--- config.mk ---
export PLATFORM = sky130hd
export DESIGN_NAME = aes_dec_ctrl
export DESIGN_NICKNAME = d
export VERILOG_FILES = /design/src/aes_dec_pkg.sv /design/src/aes_dec_ctrl.sv
export SDC_FILE = /design/constraint.sdc
export NUM_CORES = 1
export LEC_CHECK = 0
export ABC_AREA = 1
export BUFFER_PORTS_ARGS = -buffer_cell sky130_fd_sc_hd__clkbuf_2
export CORE_UTILIZATION = 25
export CTS_CLUSTER_SIZE = 40
export DETAILED_ROUTE_END_ITERATION = 8
export PLACE_DENSITY = 0.59
export SKIP_LAST_GASP = 1
export SLEW_MARGIN = 15
export SYNTH_ARGS = -nofsm -noshare
export SYNTH_HDL_FRONTEND = slang
export SYNTH_SLANG_ARGS = --single-unit
--- constraint.sdc ---
create_clock -name i_clk -period 1.2 [get_ports i_clk]
set_clock_uncertainty 0.05 [all_clocks]
set_input_delay 0.24 -clock i_clk [delete_from_list [all_inputs] [get_ports i_clk]]
set_output_delay 0.24 -clock i_clk [all_outputs]
set_load 0.1 [all_outputs]
--- src/aes_dec_pkg.sv ---
// Package with shared constants, types and AES inverse-cipher functions.
`default_nettype none
package aes_dec_pkg;

    localparam int KEY_WORDS_DEF = 60;
    localparam int BLOCK_BYTES   = 16;

    localparam logic [1:0] OP_LOAD_KEY   = 2'd0;
    localparam logic [1:0] OP_LOAD_CHAIN = 2'd1;
    localparam logic [1:0] OP_DECRYPT    = 2'd2;

    localparam logic [1:0] KS_128 = 2'd0;
    localparam logic [1:0] KS_192 = 2'd1;

    localparam logic [1:0] CM_ECB  = 2'd0;
    localparam logic [1:0] CM_CBC  = 2'd1;
    localparam logic [1:0] CM_PCBC = 2'd2;

    localparam logic [0:0] CFG_KEY_SIZE = 1'b0;
    localparam logic [0:0] CFG_CHAIN    = 1'b1;

    // Commands from the controller to the datapath.
    typedef struct packed {
        logic load_in;     // load ciphertext into the state and ciphertext registers
        logic do_round;    // apply one round with the current key
        logic last_round;  // skip InvMixColumns; alone, xor the round key into the state
        logic finish;      // chain the result into the output register
        logic load_chain;  // load chaining value from input
    } t_dp_cmd;

    function automatic logic [7:0] inv_sbox(input logic [7:0] x);
        logic [7:0] t [0:255];
        t = '{
            8'h52,8'h09,8'h6a,8'hd5,8'h30,8'h36,8'ha5,8'h38,8'hbf,8'h40,8'ha3,8'h9e,8'h81,8'hf3,8'hd7,8'hfb,
            8'h7c,8'he3,8'h39,8'h82,8'h9b,8'h2f,8'hff,8'h87,8'h34,8'h8e,8'h43,8'h44,8'hc4,8'hde,8'he9,8'hcb,
            8'h54,8'h7b,8'h94,8'h32,8'ha6,8'hc2,8'h23,8'h3d,8'hee,8'h4c,8'h95,8'h0b,8'h42,8'hfa,8'hc3,8'h4e,
            8'h08,8'h2e,8'ha1,8'h66,8'h28,8'hd9,8'h24,8'hb2,8'h76,8'h5b,8'ha2,8'h49,8'h6d,8'h8b,8'hd1,8'h25,
            8'h72,8'hf8,8'hf6,8'h64,8'h86,8'h68,8'h98,8'h16,8'hd4,8'ha4,8'h5c,8'hcc,8'h5d,8'h65,8'hb6,8'h92,
            8'h6c,8'h70,8'h48,8'h50,8'hfd,8'hed,8'hb9,8'hda,8'h5e,8'h15,8'h46,8'h57,8'ha7,8'h8d,8'h9d,8'h84,
            8'h90,8'hd8,8'hab,8'h00,8'h8c,8'hbc,8'hd3,8'h0a,8'hf7,8'he4,8'h58,8'h05,8'hb8,8'hb3,8'h45,8'h06,
            8'hd0,8'h2c,8'h1e,8'h8f,8'hca,8'h3f,8'h0f,8'h02,8'hc1,8'haf,8'hbd,8'h03,8'h01,8'h13,8'h8a,8'h6b,
            8'h3a,8'h91,8'h11,8'h41,8'h4f,8'h67,8'hdc,8'hea,8'h97,8'hf2,8'hcf,8'hce,8'hf0,8'hb4,8'he6,8'h73,
            8'h96,8'hac,8'h74,8'h22,8'he7,8'had,8'h35,8'h85,8'he2,8'hf9,8'h37,8'he8,8'h1c,8'h75,8'hdf,8'h6e,
            8'h47,8'hf1,8'h1a,8'h71,8'h1d,8'h29,8'hc5,8'h89,8'h6f,8'hb7,8'h62,8'h0e,8'haa,8'h18,8'hbe,8'h1b,
            8'hfc,8'h56,8'h3e,8'h4b,8'hc6,8'hd2,8'h79,8'h20,8'h9a,8'hdb,8'hc0,8'hfe,8'h78,8'hcd,8'h5a,8'hf4,
            8'h1f,8'hdd,8'ha8,8'h33,8'h88,8'h07,8'hc7,8'h31,8'hb1,8'h12,8'h10,8'h59,8'h27,8'h80,8'hec,8'h5f,
            8'h60,8'h51,8'h7f,8'ha9,8'h19,8'hb5,8'h4a,8'h0d,8'h2d,8'he5,8'h7a,8'h9f,8'h93,8'hc9,8'h9c,8'hef,
            8'ha0,8'he0,8'h3b,8'h4d,8'hae,8'h2a,8'hf5,8'hb0,8'hc8,8'heb,8'hbb,8'h3c,8'h83,8'h53,8'h99,8'h61,
            8'h17,8'h2b,8'h04,8'h7e,8'hba,8'h77,8'hd6,8'h26,8'he1,8'h69,8'h14,8'h63,8'h55,8'h21,8'h0c,8'h7d
        };
        return t[x];
    endfunction

    function automatic logic [7:0] xt(input logic [7:0] a);
        return {a[6:0], 1'b0} ^ (a[7] ? 8'h1b : 8'h00);
    endfunction

    // Multiplications by the fixed InvMixColumns coefficients.
    function automatic logic [7:0] mul9(input logic [7:0] a);
        return xt(xt(xt(a))) ^ a;
    endfunction
    function automatic logic [7:0] mul11(input logic [7:0] a);
        return xt(xt(xt(a))) ^ xt(a) ^ a;
    endfunction
    function automatic logic [7:0] mul13(input logic [7:0] a);
        return xt(xt(xt(a))) ^ xt(xt(a)) ^ a;
    endfunction
    function automatic logic [7:0] mul14(input logic [7:0] a);
        return xt(xt(xt(a))) ^ xt(xt(a)) ^ xt(a);
    endfunction

endpackage
`default_nettype wire

--- src/aes_dec_ctrl.sv ---
// Controller: sequences key reads and rounds for each decrypt transfer.
`default_nettype none
module aes_dec_ctrl
    import aes_dec_pkg::*;
#(
    parameter int KEY_WORDS = KEY_WORDS_DEF
) (
    input  wire logic                         i_clk,
    input  wire logic                         i_rst_n,
    input  wire logic                         i_in_fire,
    input  wire logic [1:0]                   i_op,
    input  wire logic [1:0]                   i_key_size_mode,
    input  wire logic                         i_out_ready,
    output logic                              o_in_ready,
    output logic                              o_out_valid,
    output t_dp_cmd                           o_cmd,
    output logic [$clog2(KEY_WORDS)-1:0]      o_key_raddr
);
    localparam int AW = $clog2(KEY_WORDS);

    typedef enum logic [1:0] {S_IDLE, S_WHITEN, S_ROUND, S_DONE} t_state;

    t_state     r_state;
    logic [3:0] r_rnd;
    logic [3:0] w_nr;
    logic       r_out_valid;
    logic       n_out_valid;
    logic       w_done_go;

    assign w_nr = (i_key_size_mode == KS_128) ? 4'd10 :
                  (i_key_size_mode == KS_192) ? 4'd12 : 4'd14;

    // The last step waits while the result register still holds an untaken result.
    assign w_done_go   = (r_state == S_DONE) && (!r_out_valid || i_out_ready);
    assign o_in_ready  = (r_state == S_IDLE);
    assign o_out_valid = r_out_valid;

    always_comb begin
        n_out_valid = r_out_valid;
        if (r_out_valid && i_out_ready) begin
            n_out_valid = 1'b0;
        end
        if (w_done_go) begin
            n_out_valid = 1'b1;
        end
    end

    // Key RAM address is presented in the state before the one that uses the key (registered read).
    always_comb begin
        o_key_raddr = '0;
        unique case (r_state)
            S_IDLE:   o_key_raddr = '0;
            S_WHITEN: o_key_raddr = AW'({r_rnd + 4'd1, 2'b00});
            S_ROUND:  o_key_raddr = AW'({r_rnd + 4'd1, 2'b00});
            S_DONE:   o_key_raddr = '0;
            default:  o_key_raddr = '0;
        endcase
    end

    always_comb begin
        o_cmd = '0;
        o_cmd.load_in    = i_in_fire && (i_op == OP_DECRYPT);
        o_cmd.load_chain = i_in_fire && (i_op == OP_LOAD_CHAIN);
        unique case (r_state)
            S_WHITEN: o_cmd.last_round = 1'b1;
            S_ROUND: begin
                o_cmd.do_round   = 1'b1;
                o_cmd.last_round = (r_rnd == w_nr);
            end
            S_DONE:  o_cmd.finish = w_done_go;
            default: ;
        endcase
    end

    always_ff @(posedge i_clk) begin
        if (!i_rst_n) begin
            r_state     <= S_IDLE;
            r_rnd       <= '0;
            r_out_valid <= 1'b0;
        end else begin
            r_out_valid <= n_out_valid;
            unique case (r_state)
                S_IDLE: begin
                    if (i_in_fire && i_op == OP_DECRYPT) begin
                        r_state <= S_WHITEN;
                        r_rnd   <= '0;
                    end
                end
                S_WHITEN: begin
                    r_state <= S_ROUND;
                    r_rnd   <= 4'd1;
                end
                S_ROUND: begin
                    if (r_rnd == w_nr) begin
                        r_state <= S_DONE;
                    end
                    r_rnd <= r_rnd + 4'd1;
                end
                S_DONE: begin
                    if (w_done_go) begin
                        r_state <= S_IDLE;
                    end
                end
                default: r_state <= S_IDLE;
            endcase
        end
    end
endmodule
`default_nettype wire

Word level (Yosys, flattened, before mapping)
Cells that the tools add are included.
- $add $sub $neg: 1
- equal/unequal tests: 10
- mux-type cells: 14
- reductions and logical operators: 14
- operators by type and width (kind ; number):
    $pmux 4 s3 ; 1
    $pmux 6 s2 ; 1
    $mux 2 ; 4
    $pmux 2 s4 ; 1
    $eq 2x1->1 const B ; 3
    $eq 2x2->1 const B ; 3
    $add 4x1->4 const B ; 1
    $eq 4x4->1 ; 1
    $logic_and 1x1->1 ; 4
    $logic_not 2->1 ; 2
    $mux 1 ; 4
    $mux 4 ; 1
    $ne 2x2->1 const B ; 2
    $reduce_or 2->1 ; 2
    $mux 3 ; 1
    $reduce_and 3->1 ; 1
    $reduce_bool 3->1 ; 1
    $ne 2x1->1 const B ; 1
    $pmux 1 s2 ; 1
    $reduce_and 2->1 ; 1
    $reduce_bool 2->1 ; 1
    $logic_not 1->1 ; 1
    $logic_or 1x1->1 ; 1
- bits in registers: 7
- input bits: 8
- output and inout bits: 13
- word-level logic and storage cells: 42

Logic depth before layout (Yosys ltp)
- depth in word-level cells: 6
- mapped depth: 8
- depth with buffers taken out: 8

Worst setup path after synthesis
OpenSTA, ideal clock, no wires.
- path kind: register to output
- start point: register r_state[0]
- end point: output port o_cmd[2] in the netlist's numbering
- data arrival time: 3.726 ns
- data required time: 0.910 ns
- path slack: -2.816 ns
- cell stages (with the launch flop): 5
- path buffers: 0
- path through: dfxtp_1 inv_1 ha_1 nand2_1 o31ai_1
- RTL lines (item ; line ; RTL):
    from (decl) ; aes_dec_ctrl.sv:23 ; t_state r_state;
    from (signal assigned) ; aes_dec_ctrl.sv:77 ; r_state <= S_IDLE;
    from (signal assigned) ; aes_dec_ctrl.sv:85 ; r_state <= S_WHITEN;
    from (signal assigned) ; aes_dec_ctrl.sv:90 ; r_state <= S_ROUND;
    to (decl) ; aes_dec_ctrl.sv:16 ; output t_dp_cmd o_cmd,

==> metrics.txt <==
RePlAce Congestion=0.796; CTS H-tree lvls=1; clock latency on the worst-skew pair=0.26 ns; maximum vdd ir drop=0.00200 V; NumNets Final=147; total track usage=0.146; failing checks=negative setup slack; DRT Pass-1 Iters=4; port bufs=18; Die W=49.5 µm; fmax=572 MHz; Via Count=680; Avg Inst Size Synth=6.33 µm²; Slew Viols, Final=0; Worst Setup End Kind=output port; P per Cell Area=2500 mW/mm²; leakage power total=0.000535 µW; Die H=49.5 µm; clk slew on worst S/H paths=0.05 ns; Synth cell types=19; Startpoint Class=flop; RSZ-0062 raised after global routing=yes; flop2flop setup slack=-0.27 ns; r2r startpoint=r_state[0]$_SDFFE_PN0P_; synthesized instance count=89; CTS tree=done; final setup violation count=14; Clock Tree Buf Depth=2; first-pass GRT wire length=2.74 mm; Worst EP required=0.91 ns; number of global-route vias before repair=633; r2r endpoint=r_rnd[2]$_SDFFE_PN0P_; post-route cell area=0.00122 mm²; Max FO, Critical Path=5; Post-DP HPWL=1.26 mm; largest family of logic cells by synthesized area=simple AND/OR/NAND/NOR gates; Layout Cells excl Fill=159; Root Driver=clkbuf_4; Clock Sink Count=7; Starting DRT DRC Count=14; cts hold-fix bufs=0; proportion of layout cells with a drive suffix above 1=0.636; fin crit period=1.75 ns; Worst Setup Path Type=reg -> out; placed inst area=0.00104 mm²; Synth-to-Final Area Change=117%; final hold vios=0; Ports=21; post-synthesis sequential area ratio=0.249; Syn. warnings=0; Synth Area in XOR/XNOR=0; area leader, netlist=dfxtp_1; Yosys top cell area share=0.249; Synth Register Bits=7; Congestion Overflow GR=0; diode count=0; FF-to-FF path depth=10; antenna-violating nets left=0; Synth Area in Adders=0.133; Core Area=0.00204 mm²; WL final=1.69 mm; worst slack, placed=-0.356 ns; mux share of post-synthesis cell area=0; DRC=0; WL/cell=10.6 µm; initial antenna violation count=0; HP Class=in -> reg; FP Rows=16; Cell Area, Synth=563 µm²; Compound-Gate Fraction of Synth Area=0.129; status=complete, but fails checks; crit share post-route=1.46; Area contributors post-synth=dfxtp_1, nand2_1, ha_1, inv_1, nor2_1; Post-Synth Simple-Gate Area=0.336; Min Hold Slack=0.170 ns; Setup crit start=r_state[1]$_SDFFE_PN0P_; max_cap viols=0; Vias/cell=4.28; CTS buffer count=3; DP Cell Count=147; Final WS setup=-0.549 ns; WP data arrival=1.46 ns; Starting Density=0.276; largest net degree at the start of global routing=7; die area=0.00245 mm²; TNS Setup=-4.85 ns; critical path endpoint=o_cmd[2]
==> layer usage <==
layer  part of all wire  global-route usage
met5                  0                   0
met4                  0              0.0143
met3              0.055              0.0556
met2               0.54               0.272
met1               0.40               0.160
==> registers in the layout, summed over array words and instances, names as in the netlist <==
register,flops
r_rnd,4
o_out_valid,1
r_state,2
==> layout make-up <==
class | count | area, µm²
clock buffers | 4 | 26.3
fillers | 185 | 821
inverters | 16 | 72.6
multi-input cells | 64 | 490
flip-flops and latches | 7 | 155
well taps | 27 | 33.8
repair buffers | 41 | 443
==> power breakdown <==
| part | switching [µW] | total [µW] | internal (µW) |
|---|---|---|---|
| registers | 44.8 | 330 | 286 |
| logic | 1470 | 2510 | 1040 |
| clock network | 89.3 | 216 | 127 |
==> cell usage after synthesis <==
| master | instances |
|---|---|
| nand2_1 | 25 |
| nand4_1 | 1 |
| o31ai_1 | 1 |
| buf_4 | 3 |
| nand3_1 | 3 |
| dfxtp_1 | 7 |
| conb_1 | 1 |
| inv_1 | 14 |
| nor2_2 | 1 |
| nor2_1 | 10 |
| inv_2 | 2 |
| nand2_2 | 3 |
| a21oi_2 | 1 |
| a22oi_1 | 1 |
| o21ai_0 | 1 |
| ha_1 | 6 |
| o21ai_2 | 1 |
| nor2_4 | 1 |
| a21oi_1 | 7 |
==> cell families after synthesis <==
group,count (synthesis)
and+or+nand+nor,44
buffers and inverters,19
AOI/OAI and AO/OA,12
DFF,7
adders and majority gates,6
other,1
==> worst min-delay path by stage <==
stage	slack, ns	from	cells after the start	endpoint
after floorplan	0.31	i_rst_n	2	r_state[1]$_SDFFE_PN0P_
after global placement	0.44	i_rst_n	3	r_state[1]$_SDFFE_PN0P_
after detailed placement	0.44	i_rst_n	3	r_state[1]$_SDFFE_PN0P_
after CTS	0.16	i_rst_n	3	r_state[1]$_SDFFE_PN0P_
after global routing	0.17	i_rst_n	3	r_state[1]$_SDFFE_PN0P_
final	0.17	i_rst_n	3	r_state[1]$_SDFFE_PN0P_
==> what timing repair did <==
| item | 4_1_cts | 5_1_grt |
|---|---|---|
| pin swaps | 3 | 6 |
| setup buffers | 1 | 7 |
| setup endpoints to repair | 14 | 14 |
| resized for setup | 9 | 14 |
==> placed cells by master, fill, tap and decap left out, drive strengths merged <==
master,n
inv,14
a21oi,8
a22oi,1
ha,6
dfxtp,7
clkinvlp,2
nand3,3
conb,2
nor2,12
nand2,28
clkbuf,11
nand4,1
buf,34
o21ai,2
o31ai,1
==> worst max-delay path, cell delays in order, from the launching register on <==
cell     delay [ns]
dfxtp_4        0.35
inv_4          0.04
ha_4           0.29
nand2_2        0.07
o31ai_4        0.24
buf_12         0.21
==> through the flow <==
| stage | utilization | total power (µW) |
|---|---|---|
| after floorplan | - | 1730 |
| after global placement | 0.510 | 2340 |
| after detailed placement | 0.510 | 2380 |
| after CTS | 0.548 | 2770 |
| after global routing | 0.598 | 3230 |
| final | 0.598 | 3050 |
No activity file was read; power rests on OpenSTA's default activity.
